[src/sv/sfp_pkg.sv]
package sfp_pkg;

   // configuration register indexes
   typedef logic [1:0] csr_index_type;
   localparam csr_index_type CSR_SINGLE_START = 2'd0;
   localparam csr_index_type CSR_SINGLE_END   = 2'd1;

   localparam logic [15:0] RESET_SINGLE_START = 16'd6554;
   localparam logic [15:0] RESET_SINGLE_END   = 16'd58982;

   // queue between front and back
   localparam int Q_DEPTH    = 4;
   localparam int Q_PTR_BITS = 2;
   localparam int Q_CNT_BITS = 3;

   // fixed-point constants
   localparam logic [16:0] Q16_ONE   = 17'h10000;
   localparam logic [13:0] SKEW_COEF = 14'd11141;
   localparam logic [30:0] Q30_ONE   = 31'h40000000;

   // sin(pi/2*u) Taylor coefficients, Q1.30
   localparam logic [30:0] SIN_C1 = 31'd1686629713;
   localparam logic [30:0] SIN_C3 = 31'd693598668;
   localparam logic [30:0] SIN_C5 = 31'd85569309;
   localparam logic [30:0] SIN_C7 = 31'd5026995;
   localparam logic [30:0] SIN_C9 = 31'd172273;

   // one step of the power pipeline (bit search for s^0.8)
   typedef struct packed {
      logic [16:0] s16;
      logic [15:0] sup;
      logic [31:0] x2;
      logic [44:0] m;
      logic [79:0] tgt;
      logic [15:0] y;
      logic [31:0] c2;
      logic [63:0] c4;
      logic [47:0] phi;
      logic [47:0] plo;
   } pw_type;

endpackage

[src/sv/sfp_queue.sv]
module sfp_queue #(
   parameter int WIDTH = 17
) (
   input  logic             clock,
   input  logic             reset,
   input  logic             push,
   input  logic [WIDTH-1:0] push_data,
   output logic             full,
   input  logic             pop,
   output logic             empty,
   output logic [WIDTH-1:0] pop_data
);
   import sfp_pkg::*;

   logic [WIDTH-1:0]      mem_ff [0:Q_DEPTH-1];
   logic [Q_PTR_BITS-1:0] wr_ptr_ff, rd_ptr_ff;
   logic [Q_CNT_BITS-1:0] count_ff, count_in;

   assign full     = count_ff == Q_CNT_BITS'(Q_DEPTH);
   assign empty    = count_ff == '0;
   assign pop_data = mem_ff[rd_ptr_ff];

   always_comb begin
      count_in = count_ff;
      if (push && !pop) count_in = count_ff + 1'b1;
      if (pop && !push) count_in = count_ff - 1'b1;
   end

   always_ff @(posedge clock) begin
      if (reset) begin
         wr_ptr_ff <= '0;
         rd_ptr_ff <= '0;
         count_ff  <= '0;
      end else begin
         if (push) wr_ptr_ff <= wr_ptr_ff + 1'b1;
         if (pop)  rd_ptr_ff <= rd_ptr_ff + 1'b1;
         count_ff <= count_in;
      end
   end

   always_ff @(posedge clock) begin
      if (push) mem_ff[wr_ptr_ff] <= push_data;
   end

   a_count_range: assert property (@(posedge clock) disable iff (reset)
      count_ff <= Q_CNT_BITS'(Q_DEPTH)) else $error("queue count overflow");
   a_push_only: assert property (@(posedge clock) disable iff (reset)
      push && !pop |=> count_ff == $past(count_ff) + 1'b1) else $error("push lost");
   a_pop_only: assert property (@(posedge clock) disable iff (reset)
      pop && !push |=> count_ff == $past(count_ff) - 1'b1) else $error("pop lost");

endmodule

[config.mk]
export PLATFORM = sky130hd
export DESIGN_NAME = sfp_queue
export DESIGN_NICKNAME = d
export VERILOG_FILES = /design/src/sv/sfp_pkg.sv /design/src/sv/sfp_queue.sv
export SDC_FILE = /design/constraint.sdc
export NUM_CORES = 1
export LEC_CHECK = 0
export BUFFER_PORTS_ARGS = -buffer_cell sky130_fd_sc_hd__buf_2
export CORE_UTILIZATION = 25
export CTS_CLUSTER_DIAMETER = 40
export DETAILED_ROUTE_END_ITERATION = 10
export PLACE_DENSITY_LB_ADDON = 0.2
export SYNTH_ARGS = -nofsm -noshare
export SYNTH_HDL_FRONTEND = slang
export SYNTH_SLANG_ARGS = --single-unit
[constraint.sdc]
create_clock -name clock -period 1.5 [get_ports clock]
set_clock_uncertainty 0.15 [all_clocks]
set_input_delay 0.15 -clock clock [delete_from_list [all_inputs] [get_ports clock]]
set_output_delay 0.15 -clock clock [all_outputs]
set_load 0.05 [all_outputs]
# Yosys cells after proc, flatten, opt, wreduce, memory -nomap -nowiden
# Memory sizes are Yosys's and may differ from the RTL's. A register that Yosys moved wholly into a read port is not among the register bits.
# Index checks and enable logic that the tools add are counted.
[op_classes]
n_addsub = 4
eq_ne = 1
mux = 6
n_reduce_logical = 6
[op_table]
columns = ["operator", "count"]
rows = [
  ["2-to-1 mux 3 bit", 2],
  ["adder 2 x 1 -> 2 bit, second input constant", 2],
  ["2-to-1 mux 2 bit", 2],
  ["adder 3 x 1 -> 3 bit, second input constant", 1],
  ["equality test 3 bit, second input constant", 1],
  ["logical NOT 3 bit", 1],
  ["subtractor 3 x 1 -> 3 bit, second input constant", 1],
  ["logical AND 1 bit", 2],
  ["logical NOT 1 bit", 2],
  ["2-to-1 mux 1 bit", 2],
  ["nonzero test 2 bit", 1],
]
[totals]
register_bits = 7
mem_bits_rw = 68
out_inout_bits = 19
elab_cells = 21
memories = 1
[mem_list]
columns = ["memory", "depth", "width", "rd", "rd_clocked_by_memory_dff", "wr", "line_no", "text"]
rows = [
  ["mem_ff", 4, 17, 1, 1, 1, "sfp_queue.sv:15", "logic [WIDTH-1:0] mem_ff [0:Q_DEPTH-1];"],
]

# Logic depth before layout (Yosys ltp)
[logic_depth]
ltp_word = 4
depth_mapped = 7
depth_no_buf = 7

# Worst setup path before layout
# No wires, ideal clock.
[synth_path]
path_kind = "register -> output"
from = "register count_ff[1]"
to = "output empty"
arrival_time_ns = 1.397
required_time_ns = 1.200
setup_slack_ns = -0.197
stages_incl_launch_ff = 2
path_buffers = 0
cell_sequence = "dfxtp_1 -> nor3_1"
[synth_via]
elab_chain_len = 1
[synth_rtl]
columns = ["item", "line_no", "text"]
rows = [
  ["start: declaration", "sfp_queue.sv:17", "logic [Q_CNT_BITS-1:0] count_ff, count_in;"],
  ["start signal: assignment", "sfp_queue.sv:37", "count_ff <= count_in;"],
  ["logical NOT 3 bit", "sfp_queue.sv:20", "assign empty = count_ff == '0;"],
  ["end: declaration", "sfp_queue.sv:10", "output logic empty,"],
]
# No other way between the ends.

==> flow_metrics.tcl <==
set metrics [dict create \
    vdd_drop_max_mv 0.702 \
    power.leakage_nw 1.43 \
    port_buffers 39 \
    tritoncts "built" \
    gp_congestion 0.618 \
    drv_cap 0 \
    routed_wl_um 5420 \
    finalCriticalPeriod_ns 1.90 \
    r2r-start "count_ff[0]$_SDFFE_PP0P_" \
    die_h_um 110 \
    grt_pass1_wl_um 8540 \
    antenna_found_initial 0 \
    synth_top_area_share_pct 69.8 \
    start_util_pct 25.6 \
    multi_input_area_um2 648 \
    path_max_fanout 7 \
    run_status "finished with violations" \
    grt-ovfl-total 0 \
    area.growth.synth_to_final_pct 38.0 \
    first_pass_iters 4 \
    ys_top_cells_by_area "edfxtp_1 (70%), mux4_2 (7.7%), mux4_1 (6.3%)" \
    rrSetupSlack_ns -0.05 \
    drive_gt1_share_pct 44.0 \
    final_antenna_net_count 0 \
    htreeDepth 3 \
    via_per_inst 4.13 \
    dr_wl_met2_um 2640 \
    top_layer_used "met4" \
    final_nets 240 \
    p_per_area_mw_per_mm2 1420 \
    hold_viol_final 0 \
    synth.distinct_cells 22 \
    wl_met3_um 315 \
    dp_hpwl_um 3270 \
    die_w_um 110 \
    ys_ff_latch 77 \
    final.fill_count 1096 \
    avgSynthCellArea_um2 21.5 \
    max_slew_margin_pct 80.3 \
    diodes 0 \
    hold_path.class "in -> reg" \
    met1_length_um 2410 \
    die_area_mm2 0.0121 \
    fin_util_pct 35.4 \
    rsz0062_at_grt "true" \
    synthCells 136 \
    worst_pin_slew_ns 0.296 \
    setup_violations 18 \
    clock-sinks 77 \
    synth_fp_nets 163 \
    clk_latency_ns 0.32 \
    cts.path.max_buffers 2 \
    coreArea_mm2 0.0114 \
    worst_slack_ns -0.397 \
    clk_pin_slew_ns 0.06 \
    vias 1490 \
    crit_path_end_kind "output pin" \
    numCtsBuffers 9 \
    fin_crit_sh_pct 126 \
    rows 39 \
    yosysWarnings 0 \
    syn_area_mm2 0.00293 \
    seq_area_mm2 0.00223 \
    grt_max_degree 18 \
    max_freq_mhz 527 \
    wl_per_cell_um 15.0 \
    yosysSeqAreaShare_pct 75.9 \
    cts_root_buffer "clkbuf_16" \
    cp.required_ns 1.20 \
    grt_pass1_vias 1602 \
    crit_path_start_kind "flip-flop" \
    cp_data_arrival_time_ns 1.60 \
    failed_checks "setup timing" \
    grt.total_usage_pct 10.1 \
    drtIter0Drc 51 \
    hold_path_startpoint "pop" \
    maxSlewViolCount 0 \
    synth.largest_area_cell "edfxtp_1" \
    criticalPathCategory "reg -> out" \
    drc_errors 0 \
    total_power_mw 5.72 \
    whs_ns 0.0667 \
    ioPinCount 40 \
]
-- layer usage --
metal | vias to the layer above | track usage, %
met5 | - | 0
met2 | 48 | 16.0
li1 | 687 | -
met4 | 0 | 3.67
met1 | 751 | 12.2
met3 | 4 | 4.35
-- final cells by class --
type / count / area share, %
Clock buffer: 10 / 5.67
Clock inverter: 6 / 2.17
Inverter: 6 / 0.558
Multi-Input combinational cell: 48 / 16.0
Sequential cell: 77 / 55.2
Tap cell: 143 / 4.43
Timing Repair Buffer: 71 / 15.9
-- layout by cell type, fill, tap and decap left out, types with 2 or more instances in the layout --
cell           netlist  routed
a21oi_1              2       2
and2_4               0       3
buf_12               1       3
buf_2                2      20
buf_4                0      12
buf_6                1      16
bufinv_16            0       2
clkbuf_16            0      10
clkinvlp_4           0       3
dfxtp_1              9       5
dfxtp_2              0       3
dlygate4sd3_1        0      18
edfxtp_1            68      68
ha_1                 5       5
inv_1                6       4
inv_2                0       2
mux4_1               7       2
mux4_2              10      15
nor2_1               8       8
xnor2_1              2       2
xor2_1               3       2
-- timing repair --
action / CTS / global route
hold endpoints to repair: 77 / 0
cloned: 0 / 1
buffers inserted: 0 / 1
endpoints found under the setup margin: 70 / 21
gates resized for setup: 41 / 7
pin swaps: 2 / 2
hold buffers: 18 / 0
-- power by group --
group | total [mW] | internal (mW) | switching, mW
Sequential | 2.50 | 2.46 | 0.0474
Clock | 2.26 | 1.45 | 0.806
Combinational | 0.957 | 0.415 | 0.542
-- state kept, by name, indices dropped and copies added, names as in the netlist, named ones only --
| name | flops |
|---|---|
| mem_ff | 68 |
| count_ff | 3 |
| rd_ptr_ff | 2 |
| wr_ptr_ff | 2 |
-- cells in the mapped netlist --
master	number
mux4_2	10
dfxtp_1	9
a21oi_1	2
nor3_1	1
xor2_1	3
nand2_1	1
fa_1	1
buf_6	1
mux2i_1	1
edfxtp_1	68
and2_1	4
ha_1	5
buf_2	2
inv_1	6
mux4_1	7
and3_1	1
nor2_1	8
clkbuf_1	1
xnor2_1	2
buf_12	1
or3_1	1
o21ai_0	1
-- path summary, 6_finish.rpt --
kind                            cells past startpoint                        end
worst max-delay path                                3                pop_data[9]
worst max register to register                      5   count_ff[2]$_SDFFE_PP0P_
worst min register to register                      2  wr_ptr_ff[1]$_SDFFE_PP0P_
worst min-delay path                                4  rd_ptr_ff[0]$_SDFFE_PP0P_
-- worst max-delay path, cell delays in order, from the launching register on --
cell and delay [ns]:
dfxtp_4 0.42, clkbuf_16 0.17, mux4_2 0.50, buf_6 0.17
-- cells by family after synthesis --
logic type | after synthesis | share of synthesized area (%)
AO/OA/AOI/OAI | 3 | 0.513
AND/OR/NAND/NOR | 16 | 2.61
buffers and inverters | 11 | 2.31
flip-flops | 77 | 75.9
multiplexers | 18 | 14.3
XOR/XNOR | 5 | 1.50
adder cells (fa/ha/maj) | 6 | 2.82
-- through the flow --
step / setup TNS [ns] / instances / cell area (µm²) / worst slack, ns
6_report: -6.45 / 361 / 4040 / -0.397
5_1_grt: -7.72 / 361 / 4040 / -0.462
4_1_cts: -6.92 / 359 / 3990 / -0.437
3_5_place_dp: -5.31 / 325 / 3400 / -0.177
3_3_place_gp: -5.67 / 325 / 3400 / -0.169
2_1_floorplan: -0.559 / 136 / 2940 / -0.0345
Power figures use the tool's default switching activity.
