===== config.mk =====
export PLATFORM = sky130hd
export DESIGN_NAME = sfp_front
export DESIGN_NICKNAME = d
export VERILOG_FILES = /design/src/sv/sfp_pkg.sv /design/src/sv/sfp_front.sv
export SDC_FILE = /design/constraint.sdc
export NUM_CORES = 1
export LEC_CHECK = 0
export BUFFER_PORTS_ARGS = -buffer_cell sky130_fd_sc_hd__buf_2
export CAP_MARGIN = 0
export CELL_PAD_IN_SITES_DETAIL_PLACEMENT = 0
export CELL_PAD_IN_SITES_GLOBAL_PLACEMENT = 1
export CORE_UTILIZATION = 48
export CTS_BUF_LIST = sky130_fd_sc_hd__clkbuf_4
export DETAILED_ROUTE_END_ITERATION = 8
export PLACE_DENSITY = 0.77
export SETUP_SLACK_MARGIN = 0.1
export SLEW_MARGIN = 15
export SYNTH_ARGS = -nofsm -noshare
export SYNTH_HDL_FRONTEND = slang
export SYNTH_SLANG_ARGS = --single-unit

===== constraint.sdc =====
create_clock -name clock -period 13.85 [get_ports clock]
set_input_delay 2.77 -clock clock [delete_from_list [all_inputs] [get_ports clock]]
set_output_delay 2.77 -clock clock [all_outputs]
set_load 0.02 [all_outputs]

===== src/sv/sfp_pkg.sv =====
package sfp_pkg;

   // configuration register indexes
   typedef logic [1:0] csr_index_type;
   localparam csr_index_type CSR_SINGLE_START = 2'd0;
   localparam csr_index_type CSR_SINGLE_END   = 2'd1;

   localparam logic [15:0] RESET_SINGLE_START = 16'd6554;
   localparam logic [15:0] RESET_SINGLE_END   = 16'd58982;

   // queue between front and back
   localparam int Q_DEPTH    = 4;
   localparam int Q_PTR_BITS = 2;
   localparam int Q_CNT_BITS = 3;

   // fixed-point constants
   localparam logic [16:0] Q16_ONE   = 17'h10000;
   localparam logic [13:0] SKEW_COEF = 14'd11141;
   localparam logic [30:0] Q30_ONE   = 31'h40000000;

   // sin(pi/2*u) Taylor coefficients, Q1.30
   localparam logic [30:0] SIN_C1 = 31'd1686629713;
   localparam logic [30:0] SIN_C3 = 31'd693598668;
   localparam logic [30:0] SIN_C5 = 31'd85569309;
   localparam logic [30:0] SIN_C7 = 31'd5026995;
   localparam logic [30:0] SIN_C9 = 31'd172273;

   // one step of the power pipeline (bit search for s^0.8)
   typedef struct packed {
      logic [16:0] s16;
      logic [15:0] sup;
      logic [31:0] x2;
      logic [44:0] m;
      logic [79:0] tgt;
      logic [15:0] y;
      logic [31:0] c2;
      logic [63:0] c4;
      logic [47:0] phi;
      logic [47:0] plo;
   } pw_type;

endpackage


===== src/sv/sfp_front.sv =====
module sfp_front #(
   parameter int FRACTION_BITS = 16
) (
   input  logic                       clock,
   input  logic                       reset,
   input  logic                       csr_we,
   input  sfp_pkg::csr_index_type     csr_index,
   input  logic [15:0]                csr_wdata,
   input  logic                       req_push,
   output logic                       req_full,
   input  logic [15:0]                req_gait_phase,
   output logic                       q_push,
   input  logic                       q_full,
   output logic [FRACTION_BITS:0]     q_data
);
   import sfp_pkg::*;

   localparam int F = FRACTION_BITS;

   logic [15:0]  single_start_ff;
   logic [15:0]  single_end_ff;

   logic         vld_ff [0:F];
   logic [15:0]  rem_ff [0:F];
   logic [F-1:0] quo_ff [0:F];
   logic         one_ff [0:F];

   logic         en;
   logic [15:0]  dd;

   // configuration registers
   always_ff @(posedge clock) begin
      if (reset) begin
         single_start_ff <= RESET_SINGLE_START;
         single_end_ff   <= RESET_SINGLE_END;
      end else if (csr_we) begin
         case (csr_index)
            CSR_SINGLE_START: single_start_ff <= csr_wdata;
            CSR_SINGLE_END:   single_end_ff   <= csr_wdata;
            default: ;
         endcase
      end
   end

   assign dd       = single_end_ff - single_start_ff;
   assign en       = !vld_ff[F] || !q_full;
   assign req_full = !en;
   assign q_push   = vld_ff[F] && !q_full;
   assign q_data   = one_ff[F] ? {1'b1, {F{1'b0}}} : {1'b0, quo_ff[F]};

   // classify: saturate, zero, or divide
   logic        gt, win, ge_end, one_in;
   logic [15:0] rem_in;
   always_comb begin
      gt     = req_gait_phase > single_start_ff;
      win    = single_end_ff > single_start_ff;
      ge_end = req_gait_phase >= single_end_ff;
      one_in = win ? (gt && ge_end) : gt;
      rem_in = (win && gt && !ge_end) ? (req_gait_phase - single_start_ff) : 16'd0;
   end

   always_ff @(posedge clock) begin
      if (reset) begin
         vld_ff[0] <= 1'b0;
      end else if (en) begin
         vld_ff[0] <= req_push;
      end
   end

   always_ff @(posedge clock) begin
      if (en) begin
         rem_ff[0] <= rem_in;
         quo_ff[0] <= '0;
         one_ff[0] <= one_in;
      end
   end

   // restoring division, one quotient bit per stage
   for (genvar i = 1; i <= F; i++) begin : g_div
      logic [16:0] r2;
      logic [16:0] diff;
      logic        ge;
      always_comb begin
         r2   = {rem_ff[i-1], 1'b0};
         diff = r2 - {1'b0, dd};
         ge   = (r2 >= {1'b0, dd}) && (dd != 16'd0);
      end
      always_ff @(posedge clock) begin
         if (reset) begin
            vld_ff[i] <= 1'b0;
         end else if (en) begin
            vld_ff[i] <= vld_ff[i-1];
         end
      end
      always_ff @(posedge clock) begin
         if (en) begin
            rem_ff[i] <= ge ? diff[15:0] : r2[15:0];
            quo_ff[i] <= {quo_ff[i-1][F-2:0], ge};
            one_ff[i] <= one_ff[i-1];
         end
      end
   end

endmodule


Yosys cells after proc, flatten, opt, wreduce, memory -nomap -nowiden

Memories as Yosys holds them, arrays and structs flattened.
Index checks and enable logic that the tools add are counted.

Flip-flop bits (word level): 32
RAM bits: 578
Input bits: 39
Output and inout port bits: 19
Logic and storage cells: 132
Memories kept: 4

Add/subtract/negate cells: 18
Magnitude comparators: 19
Eq/ne operators: 1
Multiplexer cells: 42
Bitwise gates (word level): 17
Reductions and logical operators: 29

Memories:

| name   | depth | width | rd ports | clocked after memory_dff | write ports | line            | source |
|---|---|---|---|---|---|---|---|
| quo_ff | 17    | 16    | 17       | 0                        | 17          | sfp_front.sv:25 | `logic [F-1:0] quo_ff [0:F];` |
| rem_ff | 17    | 16    | 16       | 0                        | 17          | sfp_front.sv:24 | `logic [15:0] rem_ff [0:F];` |
| one_ff | 17    | 1     | 17       | 0                        | 17          | sfp_front.sv:26 | `logic one_ff [0:F];` |
| vld_ff | 17    | 1     | 17       | 0                        | 17          | sfp_front.sv:23 | `logic vld_ff [0:F];` |

Operators with widths:

| cell                 | count |
|---|---|
| $sub A16 B16 Y16     | 18 |
| $ge A17 B16 Y1       | 16 |
| $mux W16             | 17 |
| $gt A16 B16 Y1       | 2 |
| $mux W1              | 24 |
| $logic_and A1 B1 Y1  | 20 |
| $mux W17             | 1 |
| $or A1 B1 Y1         | 17 |
| $ge A16 B16 Y1       | 1 |
| $reduce_bool A16 Y1  | 1 |
| $logic_not A1 Y1     | 4 |
| $reduce_and A2 Y1    | 2 |
| $eq A2 B1 Y1 const B | 1 |
| $logic_not A2 Y1     | 1 |
| $logic_or A1 B1 Y1   | 1 |

Longest topological paths before layout

Gate-level depths: netlist of the first run.
An unclocked memory read counts as a cell.

Word-level depth: 7
Depth in mapped cells: 22
Depth with buffers taken out: 20

Worst setup path before layout of the first run

OpenSTA, ideal clock, no wires.

Path type: input -> output
Start point: in q_full
End point: out req_full
Arrival time: 13.180 ns
Data required time: 11.080 ns
Slack: -2.100 ns
Cell stages on the path: 2
Buffers on the path: 0
Path through: nand2_1 > inv_1

Longest elaborated chain between the ends: 3

Ends and longest elaborated chain:

| element            | line            | source |
|---|---|---|
| start, declared    | sfp_front.sv:13 | `input logic q_full,` |
| $logic_not A1 Y1   | sfp_front.sv:46 | `assign en = !vld_ff[F] \|\| !q_full;` |
| $logic_or A1 B1 Y1 | sfp_front.sv:46 |  |
| $logic_not A1 Y1   | sfp_front.sv:47 | `assign req_full = !en;` |
| end, declared      | sfp_front.sv:10 | `output logic req_full,` |

Every way passes these cells.

Worst setup path after layout of the first run

Ends and elaborated chain as after synthesis.

==> impl_metrics.tcl, run 1 <==
set metrics [dict create \
    slew_viol_final 0 \
    htreeDepth 4 \
    synth_top_family_by_area "compound AO/OA/AOI/OAI gates" \
    yosys.area_share.simple 0.1246 \
    row_count 92 \
    slew_headroom 0.2240 \
    setup_viol 0 \
    layout-drive-gt1-share 0.1571 \
    dieWidth_um 254.7 \
    initial_core_util 0.4857 \
    clock-root-buffer "clkbuf_4" \
    grt_max_degree 118 \
    netlist_instances 2840 \
    synth_compound_area_frac 0.1472 \
    max_freq_ghz 0.1508 \
    ir_drop_uv 92.16 \
    hpwlAfterDp_um 51820 \
    tightest_slew_ns 1.160 \
    powerDensity_nw_per_um2 253.9 \
    p_leak_nw 13.60 \
    antenna_found_initial 3 \
    cp-start-kind "input port" \
    track_usage 0.2452 \
    async_flop_share 0 \
    clk_pin_slew_ns 0.06 \
    drc 0 \
    critPathCaptureType "output pin" \
    synth_flop_cell "edfxtp_1" \
    path_class "in -> out" \
    via_per_inst 5.808 \
    syn_nets 3182 \
    finalHoldViolations 0 \
    dieHeight_um 254.7 \
    grt-ovfl-total 0 \
    syn_area_per_cell_um2 10.79 \
    fin_crit_ns 6.632 \
    arrival_ns 3.86 \
    cts_hold_buffers 0 \
    nets 3326 \
    post-place-ws_ns 7.108 \
    cts_tree "built" \
    ys_ff_latch 458 \
    synth_edf_count 426 \
    cts.sinks 458 \
    setup_ws_ns 7.218 \
    cp_max_fo 117 \
    grt_pass1_wl_um 122000 \
    syn_area_um2 30640 \
    fin_skew_ns 0.07113 \
    max_cap_viol_count 0 \
    synth_cell_types 78 \
    fin_crit_sh 0.4789 \
    core-area_um2 63080 \
    final_cell_mix "426 x edfxtp_1, 285 x ha_1, 213 x a21oi_1" \
    postCtsSetupBuffers 0 \
    drt_iter0_drc 1283 \
    portBuffers 57 \
    finalWeightedCongestion 0.8946 \
    vias 22860 \
    yosysSeqAreaShare 0.4384 \
    clk_path_buf_depth 3 \
    drtPass1Iterations 5 \
    synth_xor_xnor_area_share 0.06313 \
    setup_tns_ns 0 \
    routed_wl_um 78090 \
    clock_latency_ns 0.99 \
    rsz0062_at_grt "false" \
    synthMuxAreaShare 0.06464 \
    status "finished, final reports clean" \
    cts_inserted_buffers 133 \
    ant_nets 0 \
    post_cts_resized 0 \
    yosysWarnings 0 \
    synth_fa_ha_area_frac 0.1321 \
    boundaryPins 58 \
    dieArea_um2 64850 \
    grt_pass1_vias 22700 \
    holdWs_ns 0.4073 \
    layout.cells.most_common "edfxtp_1" \
    syn2layout_area_growth_pct 9.886 \
    wl_per_cell_um 19.84 \
    hold_class "reg -> reg" \
    required_ns 11.08 \
]
-- layout make-up --
cell class              count  area, µm²
diodes                      9      22.52
clock buffers             181       1359
clock inverters            51      349.1
fillers                  5663      29410
inverters                 142      533.0
multi-input cells        2163      16410
flip-flops and latches    458      13430
well taps                 846       1059
repair buffers             86      503.0
-- cell families after synthesis --
| logic type | after synthesis |
|---|---|
| and+or+nand+nor | 761 |
| AOI/OAI and AO/OA | 710 |
| DFF | 458 |
| adders and majority gates | 316 |
| buffers and inverters | 219 |
| xor gates and xnor gates | 205 |
| muxes | 171 |
-- path summary, 6_finish.rpt --
kind                       from              to  depth (start not counted)  slack, ns
min reg2reg           one_ff[2]       one_ff[3]                          0       0.41
max reg2reg  single_start_ff[0]  rem_ff[0][233]                         20       7.62
max                      q_full        req_full                          4       7.22
min                   one_ff[2]       one_ff[3]                          0       0.41
-- critical path, stage by stage --
cell     delay [ns]
buf_2          0.14
nand2_8        0.57
inv_1          0.17
buf_2          0.21
-- power breakdown --
part	switching, mW	total, mW	internal (mW)
combinational	2.40	4.48	2.08
clock	0.605	1.31	0.701
sequential	0.360	2.76	2.40
total	3.36	8.55	5.18
-- synthesized netlist by cell type (12+ instances only) --
cell type    n  area [µm²]
dfxtp_1     32       640.6
fa_1        17       340.3
mux2_4      17       255.2
or4_1       18       135.1
xor2_1      53       464.2
o41ai_1     17       148.9
nor2_1     209       784.5
a211oi_1    33       247.7
or2_2       12       75.07
o31ai_1     28       210.2
mux2_2     138        1554
clkbuf_1    31       116.4
nand2b_1    16       100.1
a21o_1      48       360.4
edfxtp_1   426       12790
or3_1       17       106.4
a2111oi_0   16       140.1
o21bai_1    21       157.7
a21boi_0    12       90.09
and3_1      28       175.2
nand3_1     51       255.2
o211ai_1    22       165.2
o21a_1      21       157.7
ha_1       286        3578
nor4_1      14       87.58
nand2_1    134       503.0
buf_2       30       150.1
nand4_1     47       294.0
nor3_1     108       540.5
maj3_1      13       130.1
inv_1      142       533.0
a211o_1     23       201.4
and2_1      22       137.6
a21oi_1    213        1066
a31oi_1     23       143.9
xnor2_1    142        1244
nor2b_1     46       287.8
o21ai_0    166       830.8
-- state kept, by name (all words and copies together), names as in the netlist --
signal,cells
single_end_ff,16
single_start_ff,16
rem_ff,256
vld_ff,17
quo_ff,136
one_ff,17
-- per-layer routing --
layer | vias up | wire (µm) | global-route usage
met2 | 596 | 37210 | 0.4108
met4 | 0 | 3712 | 0.1394
met5 | - | 0 | 0
met1 | 10870 | 33950 | 0.2988
met3 | 191 | 3225 | 0.04154
li1 | 11200 | - | -
-- stage by stage --
step,cell area (µm²),std cells,utilization,power [mW]
final,33670,3936,0.5337,8.549
after global routing,33670,3936,0.5337,9.206
after CTS,33640,3927,0.5333,8.583
after detailed placement,31940,3695,0.5063,7.208
after global placement,31930,3695,0.5062,7.111
after floorplan,30640,2840,-,6.169
Note: power is estimated with default switching activity, not from simulation.
==> run 2, diff against run 1 <==
--- a/config.mk
+++ b/config.mk
@@ -5,11 +5,12 @@
 export SDC_FILE = /design/constraint.sdc
 export NUM_CORES = 1
 export LEC_CHECK = 0
+export ABC_AREA = 1
 export BUFFER_PORTS_ARGS = -buffer_cell sky130_fd_sc_hd__buf_2
 export CAP_MARGIN = 0
 export CELL_PAD_IN_SITES_DETAIL_PLACEMENT = 0
 export CELL_PAD_IN_SITES_GLOBAL_PLACEMENT = 1
-export CORE_UTILIZATION = 48
+export CORE_UTILIZATION = 46
 export CTS_BUF_LIST = sky130_fd_sc_hd__clkbuf_4
 export DETAILED_ROUTE_END_ITERATION = 8
 export PLACE_DENSITY = 0.77
==> constraint.sdc (replaced) <==
create_clock -name clock -period 5.7 [get_ports clock]
set_input_delay 1.14 -clock clock [delete_from_list [all_inputs] [get_ports clock]]
set_output_delay 1.14 -clock clock [all_outputs]
set_load 0.02 [all_outputs]
==> run 2 against run 1 <==
Against the previous run:
- clock skew down 0.032 ns
- power is 140% higher
- sequential power increased by 140%
- setup slack worse by 6.5 ns
- critical path type is now reg -> reg
- critical endpoint is now rem_ff[0][254]
==> impl_metrics.tcl, run 2 <==
set metrics [dict create \
    status "finished, final reports clean" \
    hpwlAfterDp_um 59030 \
    crit_top_cell "nand2_1" \
    ys_ff_latch 458 \
    synth_edf_count 426 \
    clk_path_buf_depth 3 \
    dieArea_um2 67080 \
    place_inst 4435 \
    critPathTopFamily "simple AND/OR/NAND/NOR gates" \
    post_cts_resized 0 \
    final_cell_mix "1125 x nand2_1, 426 x edfxtp_1, 394 x nand3_1" \
    wl_per_cell_um 17.85 \
    max_freq_ghz 0.2026 \
    seq_power_share 0.323 \
    rsz0062_at_grt "false" \
    fin_skew_ns 0.03871 \
    grt_pass1_vias 24640 \
    p_leak_nw 16.19 \
    fin_util 0.5162 \
    routed_wl_um 83260 \
    clock-root-buffer "clkbuf_4" \
    n_fill_cell 6117 \
    hold_class "reg -> reg" \
    syn_nets 3892 \
    required_ns 6.39 \
    fin_cells 4664 \
    track_usage 0.2519 \
    finalHoldViolations 0 \
    clock_latency_ns 0.97 \
    setup_viol 0 \
    cp_max_fo 16 \
    yosysMostFrequentCell "nand2_1" \
    htreeDepth 4 \
    comb_power_share 0.524 \
    dieHeight_um 259.0 \
    vias 24930 \
    cts_tree "built" \
    cp-start-kind "flop" \
    layout.cells.most_common "nand2_1" \
    dieWidth_um 259.0 \
    initial_core_util 0.4688 \
    path_class "reg -> reg" \
    ir_drop_uv 237.0 \
    synth_top_area_cell "edfxtp_1" \
    crit_buf_inv 2 \
    postCtsSetupBuffers 0 \
    synthTopCellsByCount "1127 x nand2_1, 426 x edfxtp_1, 394 x nand3_1, 309 x inv_1, 286 x ha_1" \
    max_stage_delay_ns 0.45 \
    cts.sinks 458 \
    nets 4061 \
    core-area_um2 64810 \
    synth_cell_types 40 \
    drt_iter0_drc 1871 \
    arrival_ns 5.62 \
    crit_chain "ha_4 > inv_1 > fa_1 > nand3_1 > nand2_1 > nand2_1 > nand2_1 > nand2_1 > nand2_1 > nand2_1 > nand2_1 > buf_4 > ha_1 > nand2_1 > nor2_1 > nand3_1 > nand3_1 > nand4_1 > nand2_1 > nand3_1 > nand2_1 > nand2_4 > nand2_1 > nand2_1" \
    grt_max_degree 177 \
    synth_flop_cell "edfxtp_1" \
    max_flop_register "rem_ff" \
    yosysSeqAreaShare 0.4421 \
    holdWs_ns 0.4138 \
    synth.area.top_cells "edfxtp_1 42%, nand2_1 14%, ha_1 12%" \
    clk_pin_slew_ns 0.06 \
    finalWeightedCongestion 0.9368 \
    tightest_slew_ns 1.109 \
    ant_nets 0 \
    largest_register_ffs 256 \
    slew_viol_final 0 \
    fin_crit_sh 0.8658 \
    cts_inserted_buffers 137 \
    p_switching_mw 9.047 \
    powerDensity_nw_per_um2 617.9 \
    row_count 93 \
    syn_area_um2 30380 \
    p_sw_frac 0.4377 \
    syn_area_per_cell_um2 8.559 \
    reg.largest.list "rem_ff x256, quo_ff x136" \
    syn2layout_area_growth_pct 10.11 \
    antenna_found_initial 3 \
    drtPass1Iterations 6 \
    intPower_mw 11.62 \
    via_per_inst 5.345 \
    netlist_instances 3550 \
    setup_tns_ns 0 \
    boundaryPins 58 \
    grt_pass1_wl_um 131500 \
    drc 0 \
    fin_crit_ns 4.935 \
    grt-ovfl-total 0 \
    synth_top_area_frac 0.4210 \
    power.share.clock 0.152 \
    layout-drive-gt1-share 0.08763 \
    slew_headroom 0.2598 \
    async_flop_share 0 \
    crit_slowest_cell "buf_4" \
    portBuffers 57 \
    cts_hold_buffers 0 \
    critPathCaptureType "flop" \
    yosysWarnings 0 \
    max_cap_viol_count 0 \
]
[run 2: area by class of cell]
cell class | instances | area (µm²) | share of cell area
Multi-Input combinational cell | 2706 | 15430 | 0.4612
Sequential cell | 458 | 13430 | 0.4015
Clock buffer | 187 | 1404 | 0.04196
Inverter | 311 | 1167 | 0.03489
Tap cell | 855 | 1070 | 0.03198
Timing Repair Buffer | 105 | 670.6 | 0.02005
Clock inverter | 33 | 259.0 | 0.007741
Antenna cell | 9 | 22.52 | 0.0006732
[run 2: path summary, 6_finish.rpt]
path / startpoint / to / slack, ns / cells after the start
setup / recovery: single_start_ff[0] / rem_ff[0][254] / 0.77 / 24
hold / removal: quo_ff[9][6] / quo_ff[10][7] / 0.41 / 0
setup reg to reg: single_start_ff[0] / rem_ff[0][254] / 0.77 / 24
hold reg to reg: quo_ff[9][6] / quo_ff[10][7] / 0.41 / 0
[run 2: kinds of logic after synthesis]
kind of cell	count (synthesis)	synth area share
compound gates	410	0.07408
flops	458	0.4421
xor+xnor	177	0.05102
buf+inv	386	0.05184
fa+ha+maj	303	0.1290
simple gates	1816	0.2520
[run 2: power groups by stage]
stage	sequential, mW	combinational [mW]	clock [mW]
floorplan	6.29	8.44	0
global placement	6.73	10.6	0
detailed placement	6.73	10.7	0
CTS	6.69	10.8	3.26
global route	6.82	12.3	3.43
finish	6.68	10.8	3.15
[run 2: per-stage QoR]
stage               total power [mW]  setup slack [ns]  instance area [µm²]
finish                         20.67            0.7650                33460
global route                   22.59            0.3998                33460
CTS                            20.77            0.7745                33430
detailed placement             17.47            0.8232                31770
global placement               17.35            0.8511                31770
floorplan                      14.73             1.405                30400
[run 2: routing by layer]
layer	track usage	wire length [µm]
met1	0.3306	38010
met5	0	0
met2	0.4098	38430
met3	0.05077	4504
met4	0.09369	2317
==> run 3, diff against run 2 <==
--- a/config.mk
+++ b/config.mk
@@ -10,6 +10,7 @@
 export CAP_MARGIN = 0
 export CELL_PAD_IN_SITES_DETAIL_PLACEMENT = 0
 export CELL_PAD_IN_SITES_GLOBAL_PLACEMENT = 1
+export CORE_ASPECT_RATIO = 1.75
 export CORE_UTILIZATION = 46
 export CTS_BUF_LIST = sky130_fd_sc_hd__clkbuf_4
 export DETAILED_ROUTE_END_ITERATION = 8
==> run 3 against run 2 <==
Against the previous run:
- first-iteration DRC count is 30% lower
- register-to-register slack hardly changed
- critical path depth decreased by 1
- flip-flop and latch count did not move
- maximum frequency increased by 0.20%
- utilization decreased by 0.73 points
==> impl_metrics.tcl, run 3 (same netlist as run 2, synthesis figures left out) <==
set metrics [dict create \
    drtPass1Iterations 8 \
    seq_power_share 0.330 \
    layout-drive-gt1-share 0.08062 \
    row_count 124 \
    vias 25000 \
    place_inst 4458 \
    drt_iter0_drc 1319 \
    boundaryPins 58 \
    drc 0 \
    cts.sinks 458 \
    fin_util 0.5089 \
    nets 4032 \
    htreeDepth 3 \
    grt_max_degree 176 \
    cp_max_fo 16 \
    fin_crit_sh 0.8641 \
    finalHoldViolations 0 \
    grt_pass1_wl_um 132000 \
    max_stage_delay_ns 0.66 \
    reg2regPathDepth 23 \
    path_class "reg -> reg" \
    dieWidth_um 196.3 \
    via_per_inst 5.357 \
    cp-start-kind "flop" \
    clock-root-buffer "clkbuf_4" \
    critPathCaptureType "flop" \
    wl_per_cell_um 18.05 \
    holdWs_ns 0.3798 \
    intPower_mw 11.21 \
    grt_pass1_vias 25200 \
    clk_path_buf_depth 3 \
    fin_cells 4667 \
    p_leak_nw 16.03 \
    fin_skew_ns 0.06673 \
    crit_chain "inv_1 > ha_4 > inv_1 > fa_1 > nand3_1 > nand2_1 > nand2_1 > nand2_1 > xor2_1 > inv_1 > buf_4 > ha_1 > nand2_1 > o21ai_0 > nand2_1 > nand3_1 > nand4_1 > nand2_1 > nand3_1 > nand2_1 > nand2_4 > nand2_1 > nand2_1" \
    worstHoldPathCells 0 \
    p_sw_frac 0.4451 \
    ir_drop_uv 228.5 \
    syn2layout_area_growth_pct 9.401 \
    status "finished, final reports clean" \
    p_switching_mw 8.990 \
    ant_nets 0 \
    crit_slowest_cell "inv_1" \
    finalWeightedCongestion 0.9248 \
    worstReg2RegStart "single_end_ff[0]" \
    max_flop_register "rem_ff" \
    postCtsSetupBuffers 0 \
    cts_hold_buffers 0 \
    dieHeight_um 342.0 \
    max_freq_ghz 0.2030 \
    core-area_um2 65320 \
    layout.cells.most_common "nand2_1" \
    fin_crit_ns 4.925 \
    r2r-end "rem_ff[0][209]" \
    tightest_slew_ns 1.192 \
    max_cap_viol_count 0 \
    required_ns 6.35 \
    initial_core_util 0.4652 \
    routed_wl_um 84240 \
    crit_top_cell "nand2_1" \
    slew_headroom 0.2012 \
    arrival_ns 5.57 \
    track_usage 0.2544 \
    setup_viol 0 \
    post_cts_resized 0 \
    clock_latency_ns 0.95 \
    cts_inserted_buffers 112 \
    hold_class "reg -> reg" \
    antenna_found_initial 1 \
    hpwlAfterDp_um 61550 \
    dieArea_um2 67120 \
    min_to "quo_ff[12][3]" \
    largest_register_ffs 256 \
    powerDensity_nw_per_um2 607.6 \
    portBuffers 57 \
    clk_pin_slew_ns 0.07 \
    rsz0062_at_grt "false" \
    slew_viol_final 0 \
    hold_path_startpoint "quo_ff[11][2]" \
    grt-ovfl-total 0 \
    power.share.clock 0.136 \
    reg.largest.list "rem_ff x256, quo_ff x136" \
    setup_tns_ns 0 \
    cts_tree "built" \
    comb_power_share 0.535 \
    final_cell_mix "1121 x nand2_1, 426 x edfxtp_1, 394 x nand3_1" \
    r2r_setup_slack_ns 0.77 \
]
[run 3: cell count changes in the layout (fill, tap and decap cells not counted)]
cell | previous run | this run
clkbuf_4 | 187 | 156
clkinv_1 | 22 | 37
diode_2 | 9 | 2
buf_4 | 46 | 40
bufinv_16 | 5 | 1
clkinv_2 | 3 | 7
clkinv_4 | 0 | 4
nand2_1 | 1125 | 1121
nand2_2 | 6 | 10
inv_2 | 5 | 2
buf_12 | 2 | 4
clkinvlp_4 | 0 | 1
inv_6 | 0 | 1
[run 3: power groups by stage]
| stage | Sequential [mW] | Combinational (mW) | Clock, mW |
|---|---|---|---|
| after floorplan | 6.29 | 8.44 | 0 |
| final | 6.66 | 10.8 | 2.74 |
| after global routing | 6.79 | 12.3 | 2.98 |
| after CTS | 6.67 | 10.8 | 2.85 |
| after global placement | 6.72 | 10.6 | 0 |
| after detailed placement | 6.73 | 10.8 | 0 |
[run 3: worst max-delay path by stage]
stage,end,start,cells after the start,slack (ns)
floorplan,req_full,q_full,2,1.40
global placement,rem_ff[0][30],single_start_ff[10],23,0.80
detailed placement,rem_ff[0][29],single_start_ff[1],22,0.81
CTS,rem_ff[0][29],single_start_ff[10],23,0.77
global route,rem_ff[0][209],single_end_ff[0],26,0.40
finish,rem_ff[0][209],single_end_ff[0],23,0.77
[run 3: worst max-delay path, delay by kind of cell, from the launching register on]
family	cells	cell delay, ns
DFF	1	0.32
adders and majority gates	3	0.77
xor gates and xnor gates	1	0.17
buffers and inverters	4	1.15
and+or+nand+nor	14	1.87
AOI/OAI and AO/OA	1	0.34
[run 3: through the flow]
| stage | area [µm²] | total power [mW] | setup slack, ns |
|---|---|---|---|
| 5_1_grt | 33240 | 22.05 | 0.4012 |
| 6_report | 33240 | 20.20 | 0.7747 |
| 3_3_place_gp | 31810 | 17.33 | 0.7988 |
| 3_5_place_dp | 31810 | 17.48 | 0.8118 |
| 4_1_cts | 33240 | 20.34 | 0.7688 |
| 2_1_floorplan | 30400 | 14.73 | 1.405 |
[run 3: layout make-up]
class	count	area, µm²
well taps	882	1104
diodes	2	5.005
clock buffers	156	1171
multi-input cells	2706	15440
fillers	6346	32080
inverters	311	1167
clock inverters	51	255.2
repair buffers	101	665.6
flip-flops and latches	458	13430
[run 3: metal layers]
| metal | part of all wire | wire [µm] | GRT usage | vias up |
|---|---|---|---|---|
| li1 | - | - | - | 12500 |
| met1 | 0.37 | 31530 | 0.2664 | 11670 |
| met2 | 0.53 | 44810 | 0.4825 | 608 |
| met3 | 0.040 | 3386 | 0.03366 | 224 |
| met4 | 0.054 | 4514 | 0.1431 | 0 |
| met5 | 0 | 0 | 0 | - |
